[src/hw/rtl/pna_pkg.sv]
// pna_pkg: shared widths, register codes, reset values and item types
// for the patchify address and normalize core
// no dependencies
package pna_pkg;

    // field widths
    localparam int CoordW   = 13;
    localparam int LevelW   = 8;
    localparam int GridW    = 9;
    localparam int ScaleW   = 24;
    localparam int OffsetW  = 24;
    localparam int ValueW   = 26;
    localparam int NumW     = 18;
    localparam int OffOutW  = 8;
    localparam int AddrW    = 28;
    localparam int ProdW    = ScaleW + LevelW;

    // stream payload widths, packed low field first, padded to bytes
    localparam int InFieldsW  = 2 * CoordW + 3 * LevelW;
    localparam int InDataW    = ((InFieldsW + 7) / 8) * 8;
    localparam int OutFieldsW = NumW + OffOutW + AddrW + 3 * ValueW;
    localparam int OutDataW   = ((OutFieldsW + 7) / 8) * 8;

    // configuration port
    localparam int CfgIdxW  = 2;
    localparam int CfgDataW = 24;

    typedef enum logic [CfgIdxW-1:0] {
        CFG_GRID_COLUMNS = 2'd0,
        CFG_NORM_SCALE   = 2'd1,
        CFG_NORM_OFFSET  = 2'd2
    } t_cfg_reg;

    localparam logic [GridW-1:0]   RstGridColumns = GridW'(1);
    localparam logic [ScaleW-1:0]  RstNormScale   = ScaleW'(131586);
    localparam logic [OffsetW-1:0] RstNormOffset  = OffsetW'(-65536);

    // parameter defaults
    localparam int DefPatch   = 14;
    localparam int DefMaxGrid = 511;

    // decoupling queue depth between front and back
    localparam int QueueDepth = 4;

    typedef struct packed {
        logic [GridW-1:0]   grid_columns;
        logic [ScaleW-1:0]  norm_scale;
        logic [OffsetW-1:0] norm_offset;
    } t_cfg;

    // classified item handed from front to back
    typedef struct packed {
        logic [CoordW-1:0] gx;
        logic [CoordW-1:0] gy;
        logic [CoordW-1:0] col;
        logic [CoordW-1:0] row;
        logic [LevelW-1:0] red;
        logic [LevelW-1:0] green;
        logic [LevelW-1:0] blue;
    } t_item;

endpackage

[src/hw/rtl/pna_front.sv]
// pna_front: accepts pixels and splits coordinates into patch grid position
// depends on pna_pkg
module pna_front #(
    parameter int PATCH = pna_pkg::DefPatch
) (
    input  logic                         i_clk,
    input  logic                         i_rst_n,
    input  logic                         i_valid,
    output logic                         o_ready,
    input  logic [pna_pkg::InDataW-1:0]  i_data,
    output logic                         o_valid,
    input  logic                         i_ready,
    output pna_pkg::t_item               o_item
);
    localparam int CoordW   = pna_pkg::CoordW;
    localparam int LevelW   = pna_pkg::LevelW;
    // exact quotient of any coordinate by reciprocal multiply
    localparam int DivShift = CoordW + $clog2(PATCH);
    localparam int RecipW   = DivShift + 1;
    localparam int Recip    = ((1 << DivShift) + PATCH - 1) / PATCH;
    localparam int MulW     = CoordW + RecipW;

    logic                   r_valid;
    pna_pkg::t_item         r_item;
    pna_pkg::t_item         n_item;
    logic [CoordW-1:0]      col;
    logic [CoordW-1:0]      row;
    logic [MulW-1:0]        col_mul;
    logic [MulW-1:0]        row_mul;

    assign col = i_data[CoordW-1:0];
    assign row = i_data[2*CoordW-1:CoordW];

    assign col_mul = MulW'(col) * MulW'(Recip);
    assign row_mul = MulW'(row) * MulW'(Recip);

    always_comb begin
        n_item.gx    = col_mul[DivShift +: CoordW];
        n_item.gy    = row_mul[DivShift +: CoordW];
        n_item.col   = col;
        n_item.row   = row;
        n_item.red   = i_data[2*CoordW +: LevelW];
        n_item.green = i_data[2*CoordW+LevelW +: LevelW];
        n_item.blue  = i_data[2*CoordW+2*LevelW +: LevelW];
    end

    assign o_ready = !r_valid || i_ready;
    assign o_valid = r_valid;
    assign o_item  = r_item;

    always_ff @(posedge i_clk) begin
        if (!i_rst_n) begin
            r_valid <= 1'b0;
        end else if (o_ready) begin
            r_valid <= i_valid;
        end
    end

    always_ff @(posedge i_clk) begin
        if (o_ready && i_valid) begin
            r_item <= n_item;
        end
    end

endmodule

[src/hw/rtl/pna_queue.sv]
// pna_queue: short fifo that decouples the front from the back
// depends on pna_pkg
module pna_queue (
    input  logic           i_clk,
    input  logic           i_rst_n,
    input  logic           i_valid,
    output logic           o_ready,
    input  pna_pkg::t_item i_item,
    output logic           o_valid,
    input  logic           i_ready,
    output pna_pkg::t_item o_item
);
    localparam int Depth  = pna_pkg::QueueDepth;
    localparam int PtrW   = $clog2(Depth);
    localparam int CountW = $clog2(Depth + 1);

    pna_pkg::t_item      r_mem [Depth];
    logic [PtrW-1:0]     r_wr_ptr;
    logic [PtrW-1:0]     r_rd_ptr;
    logic [CountW-1:0]   r_count;
    logic [CountW-1:0]   n_count;
    logic                push;
    logic                pop;

    assign o_ready = (r_count != CountW'(Depth));
    assign o_valid = (r_count != '0);
    assign o_item  = r_mem[r_rd_ptr];

    assign push = i_valid && o_ready;
    assign pop  = o_valid && i_ready;

    always_comb begin
        n_count = r_count;
        if (push && !pop) begin
            n_count = r_count + CountW'(1);
        end else if (pop && !push) begin
            n_count = r_count - CountW'(1);
        end
    end

    always_ff @(posedge i_clk) begin
        if (!i_rst_n) begin
            r_wr_ptr <= '0;
            r_rd_ptr <= '0;
            r_count  <= '0;
        end else begin
            r_count <= n_count;
            if (push) begin
                r_wr_ptr <= (r_wr_ptr == PtrW'(Depth - 1)) ? '0 : r_wr_ptr + PtrW'(1);
            end
            if (pop) begin
                r_rd_ptr <= (r_rd_ptr == PtrW'(Depth - 1)) ? '0 : r_rd_ptr + PtrW'(1);
            end
        end
    end

    always_ff @(posedge i_clk) begin
        if (push) begin
            r_mem[r_wr_ptr] <= i_item;
        end
    end

    // fill count never passes the depth
    a_count_bound: assert property (@(posedge i_clk) disable iff (!i_rst_n)
        r_count <= CountW'(Depth))
        else $error("queue count above depth");

    // count goes up by one on a push without a pop
    a_count_track: assert property (@(posedge i_clk) disable iff (!i_rst_n)
        (push && !pop) |=> (r_count == $past(r_count) + CountW'(1)))
        else $error("queue count missed a push");

    // pointers stay consistent with the fill count
    a_ptr_gap: assert property (@(posedge i_clk) disable iff (!i_rst_n)
        (r_count != CountW'(Depth)) |-> (PtrW'(r_wr_ptr - r_rd_ptr) == r_count[PtrW-1:0]))
        else $error("queue pointers out of step with count");

endmodule

[src/hw/rtl/pna_back.sv]
// pna_back: two-stage pipeline forming patch number, offset, address and
// normalized channels, with the output register; depends on pna_pkg
module pna_back #(
    parameter int PATCH    = pna_pkg::DefPatch,
    parameter int MAX_GRID = pna_pkg::DefMaxGrid
) (
    input  logic                          i_clk,
    input  logic                          i_rst_n,
    input  pna_pkg::t_cfg                 i_cfg,
    input  logic                          i_valid,
    output logic                          o_ready,
    input  pna_pkg::t_item                i_item,
    output logic                          o_valid,
    input  logic                          i_ready,
    output logic [pna_pkg::OutDataW-1:0]  o_data
);
    localparam int CoordW    = pna_pkg::CoordW;
    localparam int GridW     = pna_pkg::GridW;
    localparam int ProdW     = pna_pkg::ProdW;
    localparam int ValueW    = pna_pkg::ValueW;
    localparam int OffsetW   = pna_pkg::OffsetW;
    localparam int NumW      = pna_pkg::NumW;
    localparam int OffOutW   = pna_pkg::OffOutW;
    localparam int AddrW     = pna_pkg::AddrW;
    localparam int OutDataW  = pna_pkg::OutDataW;
    localparam int PadW      = OutDataW - pna_pkg::OutFieldsW;
    localparam int PxW       = (PATCH > 1) ? $clog2(PATCH) : 1;
    localparam int OffW      = (PATCH > 1) ? $clog2(PATCH * PATCH) : 1;
    localparam int OffExtW   = (OffW > OffOutW) ? OffW : OffOutW;
    localparam int NumFullW  = CoordW + GridW + 1;
    localparam int Stride    = 3 * PATCH * PATCH;
    localparam int StrideW   = $clog2(Stride + 1);
    localparam int AddrSumW  = NumFullW + StrideW;
    localparam int AddrFullW = (AddrSumW > AddrW) ? AddrSumW : AddrW;
    localparam int RoundW    = ProdW + 1;

    // stage a: positions inside the patch, patch number, channel products
    logic                   r_a_valid;
    logic [PxW-1:0]         r_a_px;
    logic [PxW-1:0]         r_a_py;
    logic [NumFullW-1:0]    r_a_num;
    logic [ProdW-1:0]       r_a_prod [3];
    // stage b: output register
    logic                   r_b_valid;
    logic [OutDataW-1:0]    r_b_data;

    logic                   a_ready;
    logic                   b_ready;
    logic [GridW-1:0]       grid_eff;
    logic [CoordW-1:0]      px_full;
    logic [CoordW-1:0]      py_full;
    logic [NumFullW-1:0]    n_a_num;
    logic [OffW-1:0]        off;
    logic [OffExtW-1:0]     off_ext;
    logic [AddrFullW-1:0]   addr_full;
    logic [ValueW-1:0]      value [3];
    logic [OutDataW-1:0]    n_b_data;

    // round half up from 24 to 16 fraction bits, then add the offset
    function automatic logic [ValueW-1:0] norm_value(
        input logic [ProdW-1:0]   prod,
        input logic [OffsetW-1:0] offset
    );
        logic [RoundW-1:0] rounded;
        rounded = (RoundW'(prod) + RoundW'(128)) >> 8;
        return ValueW'(rounded) + {{(ValueW-OffsetW){offset[OffsetW-1]}}, offset};
    endfunction

    assign b_ready = !r_b_valid || i_ready;
    assign a_ready = !r_a_valid || b_ready;
    assign o_ready = a_ready;
    assign o_valid = r_b_valid;
    assign o_data  = r_b_data;

    assign grid_eff = (i_cfg.grid_columns > GridW'(MAX_GRID)) ? GridW'(MAX_GRID)
                                                              : i_cfg.grid_columns;
    assign px_full  = i_item.col - CoordW'(i_item.gx * CoordW'(PATCH));
    assign py_full  = i_item.row - CoordW'(i_item.gy * CoordW'(PATCH));
    assign n_a_num  = NumFullW'(i_item.gy) * NumFullW'(grid_eff) + NumFullW'(i_item.gx);

    always_ff @(posedge i_clk) begin
        if (!i_rst_n) begin
            r_a_valid <= 1'b0;
        end else if (a_ready) begin
            r_a_valid <= i_valid;
        end
    end

    always_ff @(posedge i_clk) begin
        if (a_ready && i_valid) begin
            r_a_px      <= px_full[PxW-1:0];
            r_a_py      <= py_full[PxW-1:0];
            r_a_num     <= n_a_num;
            r_a_prod[0] <= ProdW'(i_cfg.norm_scale) * ProdW'(i_item.red);
            r_a_prod[1] <= ProdW'(i_cfg.norm_scale) * ProdW'(i_item.green);
            r_a_prod[2] <= ProdW'(i_cfg.norm_scale) * ProdW'(i_item.blue);
        end
    end

    // stage b: offset, flat address and channel values
    assign off       = OffW'(r_a_py * OffW'(PATCH)) + OffW'(r_a_px);
    assign off_ext   = OffExtW'(off);
    assign addr_full = AddrFullW'(r_a_num) * AddrFullW'(Stride) + AddrFullW'(off);

    always_comb begin
        for (int c = 0; c < 3; c++) begin
            value[c] = norm_value(r_a_prod[c], i_cfg.norm_offset);
        end
        n_b_data = {{PadW{1'b0}}, value[2], value[1], value[0],
                    addr_full[AddrW-1:0], off_ext[OffOutW-1:0], r_a_num[NumW-1:0]};
    end

    always_ff @(posedge i_clk) begin
        if (!i_rst_n) begin
            r_b_valid <= 1'b0;
        end else if (b_ready) begin
            r_b_valid <= r_a_valid;
        end
    end

    always_ff @(posedge i_clk) begin
        if (b_ready && r_a_valid) begin
            r_b_data <= n_b_data;
        end
    end

    // a stalled stage a keeps its item
    a_hold_valid: assert property (@(posedge i_clk) disable iff (!i_rst_n)
        (r_a_valid && !b_ready) |=> r_a_valid)
        else $error("stage a dropped a stalled item");

    a_hold_num: assert property (@(posedge i_clk) disable iff (!i_rst_n)
        (r_a_valid && !b_ready) |=> $stable(r_a_num))
        else $error("stage a changed a stalled item");

    // a new result only comes out of a filled stage a
    a_result_source: assert property (@(posedge i_clk) disable iff (!i_rst_n)
        $rose(r_b_valid) |-> $past(r_a_valid))
        else $error("result without a source item");

endmodule

[src/hw/rtl/patchify_normalize_address_core.sv]
// patchify_normalize_address_core: top level with configuration registers,
// front, queue and back; depends on pna_pkg, pna_front, pna_queue, pna_back
//
// Takes one pixel (column, row, red, green, blue) per cycle unless stalled, and
// returns, per pixel, the row-major patch number over a grid of grid_columns
// patches of side PATCH, the offset inside the patch, the flat address of the
// red element in patch-major, channel-planar order (green and blue follow at
// strides of PATCH*PATCH), and each channel normalized as norm_scale*u +
// norm_offset with the product rounded half up to 16 fraction bits. Sustained
// rate is one item per clock while the receiver stays ready. Each item passes
// the front register, a queue entry, back stage a and the output register. The
// four-entry queue lets the front keep accepting while the output is held,
// until the queue is full. Configuration must be written only while the block
// holds no item; the block itself does not enforce this. A grid_columns value
// above MAX_GRID acts as MAX_GRID.
module patchify_normalize_address_core #(
    parameter int PATCH    = pna_pkg::DefPatch,
    parameter int MAX_GRID = pna_pkg::DefMaxGrid
) (
    input  logic                           i_clk,
    input  logic                           i_rst_n,
    // configuration write port
    input  logic                           i_cfg_we,
    input  logic [pna_pkg::CfgIdxW-1:0]    i_cfg_index,
    input  logic [pna_pkg::CfgDataW-1:0]   i_cfg_data,
    // pixel input stream
    input  logic                           s_axis_tvalid,
    output logic                           s_axis_tready,
    // pixel_column, pixel_row, red_level, green_level, blue_level, zero pad
    input  logic [pna_pkg::InDataW-1:0]    s_axis_tdata,
    // result stream
    output logic                           m_axis_tvalid,
    input  logic                           m_axis_tready,
    // patch_number, offset_in_patch, red_address, red_value, green_value,
    // blue_value, zero pad
    output logic [pna_pkg::OutDataW-1:0]   m_axis_tdata
);
    localparam int GridW   = pna_pkg::GridW;
    localparam int ScaleW  = pna_pkg::ScaleW;
    localparam int OffsetW = pna_pkg::OffsetW;

    // configuration registers
    logic [GridW-1:0]    r_grid_columns;
    logic [ScaleW-1:0]   r_norm_scale;
    logic [OffsetW-1:0]  r_norm_offset;
    pna_pkg::t_cfg       cfg;

    // front to queue, queue to back
    logic                front_valid;
    logic                front_ready;
    pna_pkg::t_item      front_item;
    logic                queue_valid;
    logic                queue_ready;
    pna_pkg::t_item      queue_item;

    // writes to an unknown index fall through and are dropped
    always_ff @(posedge i_clk) begin
        if (!i_rst_n) begin
            r_grid_columns <= pna_pkg::RstGridColumns;
            r_norm_scale   <= pna_pkg::RstNormScale;
            r_norm_offset  <= pna_pkg::RstNormOffset;
        end else if (i_cfg_we) begin
            case (i_cfg_index)
                pna_pkg::CFG_GRID_COLUMNS: begin
                    r_grid_columns <= i_cfg_data[GridW-1:0];
                end
                pna_pkg::CFG_NORM_SCALE: begin
                    r_norm_scale <= i_cfg_data[ScaleW-1:0];
                end
                pna_pkg::CFG_NORM_OFFSET: begin
                    r_norm_offset <= i_cfg_data[OffsetW-1:0];
                end
                default: begin
                end
            endcase
        end
    end

    always_comb begin
        cfg.grid_columns = r_grid_columns;
        cfg.norm_scale   = r_norm_scale;
        cfg.norm_offset  = r_norm_offset;
    end

    // front: accept pixel, divide coordinates by the patch side
    pna_front #(
        .PATCH (PATCH)
    ) u_front (
        .i_clk   (i_clk),
        .i_rst_n (i_rst_n),
        .i_valid (s_axis_tvalid),
        .o_ready (s_axis_tready),
        .i_data  (s_axis_tdata),
        .o_valid (front_valid),
        .i_ready (front_ready),
        .o_item  (front_item)
    );

    // queue: lets front and back stall independently
    pna_queue u_queue (
        .i_clk   (i_clk),
        .i_rst_n (i_rst_n),
        .i_valid (front_valid),
        .o_ready (front_ready),
        .i_item  (front_item),
        .o_valid (queue_valid),
        .i_ready (queue_ready),
        .o_item  (queue_item)
    );

    // back: patch number, address and normalize, output register
    pna_back #(
        .PATCH    (PATCH),
        .MAX_GRID (MAX_GRID)
    ) u_back (
        .i_clk   (i_clk),
        .i_rst_n (i_rst_n),
        .i_cfg   (cfg),
        .i_valid (queue_valid),
        .o_ready (queue_ready),
        .i_item  (queue_item),
        .o_valid (m_axis_tvalid),
        .i_ready (m_axis_tready),
        .o_data  (m_axis_tdata)
    );

endmodule

[config.mk]
export PLATFORM = sky130hd
export DESIGN_NAME = patchify_normalize_address_core
export DESIGN_NICKNAME = d
export VERILOG_FILES = /design/src/hw/rtl/pna_pkg.sv /design/src/hw/rtl/pna_front.sv /design/src/hw/rtl/pna_queue.sv /design/src/hw/rtl/pna_back.sv /design/src/hw/rtl/patchify_normalize_address_core.sv
export SDC_FILE = /design/constraint.sdc
export NUM_CORES = 2
export LEC_CHECK = 0
export BUFFER_PORTS_ARGS = -buffer_cell sky130_fd_sc_hd__buf_2
export CORE_ASPECT_RATIO = 1.5
export CORE_UTILIZATION = 65
export CTS_BUF_LIST = sky130_fd_sc_hd__clkbuf_8 sky130_fd_sc_hd__clkbuf_16
export DETAILED_ROUTE_END_ITERATION = 12
export PLACE_DENSITY = 0.8
export SYNTH_ARGS = -nofsm -noshare
export SYNTH_HDL_FRONTEND = slang
export SYNTH_HIERARCHICAL = 1
export SYNTH_SLANG_ARGS = --single-unit
[constraint.sdc]
create_clock -name i_clk -period 22.1 [get_ports i_clk]
set_clock_uncertainty 0.2 [all_clocks]
set_input_delay 3.315 -clock i_clk [delete_from_list [all_inputs] [get_ports i_clk]]
set_output_delay 3.315 -clock i_clk [all_outputs]
set_load 0.05 [all_outputs]
==> results.md <==
| Result | This run | Unit |
|---|---|---|
| Outcome | finished clean | - |
| Cells after synthesis | 4841 | - |
| Length of the first detailed-routing pass in iterations | 6 | - |
| Bufs on Longest Clock Path | 3 | - |
| # Post-CTS Setup Buffers | 0 | - |
| TritonCTS Buffers | 55 | - |
| Wire length of the first global-routing pass | 188000 | microns |
| Antenna violations before repair | 2 | - |
| Final core utilization | 70.4 | % |
| DRC violations left | 0 | - |
| DRC violation total after the first TritonRoute iteration | 2016 | - |
| Area Overhead vs Synth | 7.25 | % |
| Placer Congestion | 0.938 | - |
| Total die area | 83000 | sq um |
| Sort of element at the start of the critical path | register | - |
| # H-tree levels | 2 | - |
| Netlist area before placement | 53200 | sq um |
| Most used cells in the layout excluding fill and tap cells | sky130_fd_sc_hd__inv_1 (757), sky130_fd_sc_hd__fa_1 (581), sky130_fd_sc_hd__nand2_1 (561) | - |
| Summed area of non-filler cells in the final layout | 57000 | sq um |
| Number of hold-repair buffers added at the cts stage | 0 | - |
| Clock latency reported for the late side of the worst-skew pair | 630 | ps |
| Final hold vios | 0 | - |
| Clock root cell | sky130_fd_sc_hd__clkbuf_16 | - |
| Post-route setup TNS | 0 | ps |
| Initial Util | 65.6 | % |
| Fraction of final layout cells sized beyond drive strength 1 | 9.13 | % |
| Worst slew margin relative to its limit | 19.1 | % |
| Worst Tran Pin Value | 1210 | ps |
| TritonCTS clock tree | done | - |
| GRT Resource Usage Total | 28.5 | % |
| Via/cell ratio | 5.83 | - |
| Count of vias placed by the detailed router | 35.4k | - |
| Placeable core region | 81000 | sq um |
| Setup repair after global routing missed its margin | no | - |
| Number of synthesis warnings | 6 | - |
| Via count of the first global-routing pass | 37.5k | - |
| I/O pins | 225 | - |
| Data arrival time at the worst-slack endpoint | 7990 | ps |
| Leading cell type in the layout, fill and taps excluded | sky130_fd_sc_hd__inv_1 | - |
| Routed wire length per instance | 19.3 | microns |
| Die X | 236 | microns |
| Fmax | 0.128 | GHz |
| Synthesized area per cell | 11.0 | sq um |
| Reg-to-reg slack, setup | 14290 | ps |
| Worst hold path type | register to register | - |
| Final number of max-transition violations | 0 | - |
| Gates resized, CTS repair | 0 | - |
| Share of the clock period used by the worst path | 35.4 | % |
| Placed Area | 55100 | sq um |
| # nets final | 6197 | - |
| Final setup violation count | 0 | - |
| Routed Antenna Nets | 0 | - |
| Worst setup path class | register to register | - |
| GR Overflow Total | 0 | - |
| Maximum number of pins on one net before global-route repair | 70 | - |
| Detailed placer's ending HPWL | 88400 | microns |
| Vertical die dimension | 352 | microns |
| Crit end category | register | - |
| Number of placement rows | 128 | - |
| Count of input and output buffers | 214 | - |
| Worst Path Required | 22270 | ps |
| Total wire length after detailed routing | 117000 | microns |
| Crit-path max FO | 32 | - |
| Clock-pin slew on the worst setup and hold paths | 70 | ps |
| Post-layout minimum cycle time | 7810 | ps |
| Sinks on Clock Net | 589 | - |
| Number of max-cap violations | 0 | - |
[state kept, by name (all words and copies together) (netlist names), 3 cells and up, named ones only]
register	count
u_queue/r_mem	232
u_front/o_item	52
u_back/o_data	130
u_queue/r_count	3
u_back/r_a_px	4
u_back/r_a_num	23
r_norm_scale	24
u_back/r_a_py	4
r_norm_offset	24
r_grid_columns	9
u_back/r_a_prod	75
[final timing paths]
path,startpoint,end,depth (start not counted)
min reg2reg,u_back/r_a_px[0],u_back/o_data[26],0
min,u_back/r_a_px[0],u_back/o_data[26],0
max reg2reg,register,u_back/r_a_prod[0][31],18
max,register,u_back/r_a_prod[0][31],18
[worst max-delay path: stages, from the launching register on]
cell                       delay, ps
sky130_fd_sc_hd__dfxtp_4         740
sky130_fd_sc_hd__buf_4           640
sky130_fd_sc_hd__mux4_2          860
sky130_fd_sc_hd__and2_1          290
sky130_fd_sc_hd__fa_1            540
sky130_fd_sc_hd__inv_1            60
sky130_fd_sc_hd__fa_1            550
sky130_fd_sc_hd__fa_1            450
sky130_fd_sc_hd__fa_1            490
sky130_fd_sc_hd__inv_1            40
sky130_fd_sc_hd__ha_1            320
sky130_fd_sc_hd__and3_1          210
sky130_fd_sc_hd__a221oi_2        390
sky130_fd_sc_hd__a211oi_1        260
sky130_fd_sc_hd__o31ai_1         580
sky130_fd_sc_hd__a221oi_1        280
sky130_fd_sc_hd__a211o_1         340
sky130_fd_sc_hd__a21oi_1         180
sky130_fd_sc_hd__xnor2_1          90
[metrics by stage]
stage               cells  hold WS [ps]  setup WS, ps
detailed placement   5967           236         13990
global route         6070           253         13980
floorplan            4849           200         12120
finish               6071           242         14290
CTS                  6070           252         14230
global placement     5967           256         14000
[cell type report]
cell class	instances	area, sq um
multi-input combinational	3340	32600
fill	5774	24000
sequential	589	17000
inverter	752	2820
clock buffer	60	1460
timing repair buffer	246	1310
tap	1040	1300
clock inverter	43	513
antenna	1	2.50
[metal layers]
metal | share of wire (%) | global-route usage (%)
met4 | 3.7 | 11.0
met5 | 0.019 | 0
met1 | 39 | 34.3
met3 | 5.1 | 3.04
met2 | 52 | 52.2
Power is not shown: default switching activity piles up to over one toggle a cycle in this logic, so the estimate is an artifact.
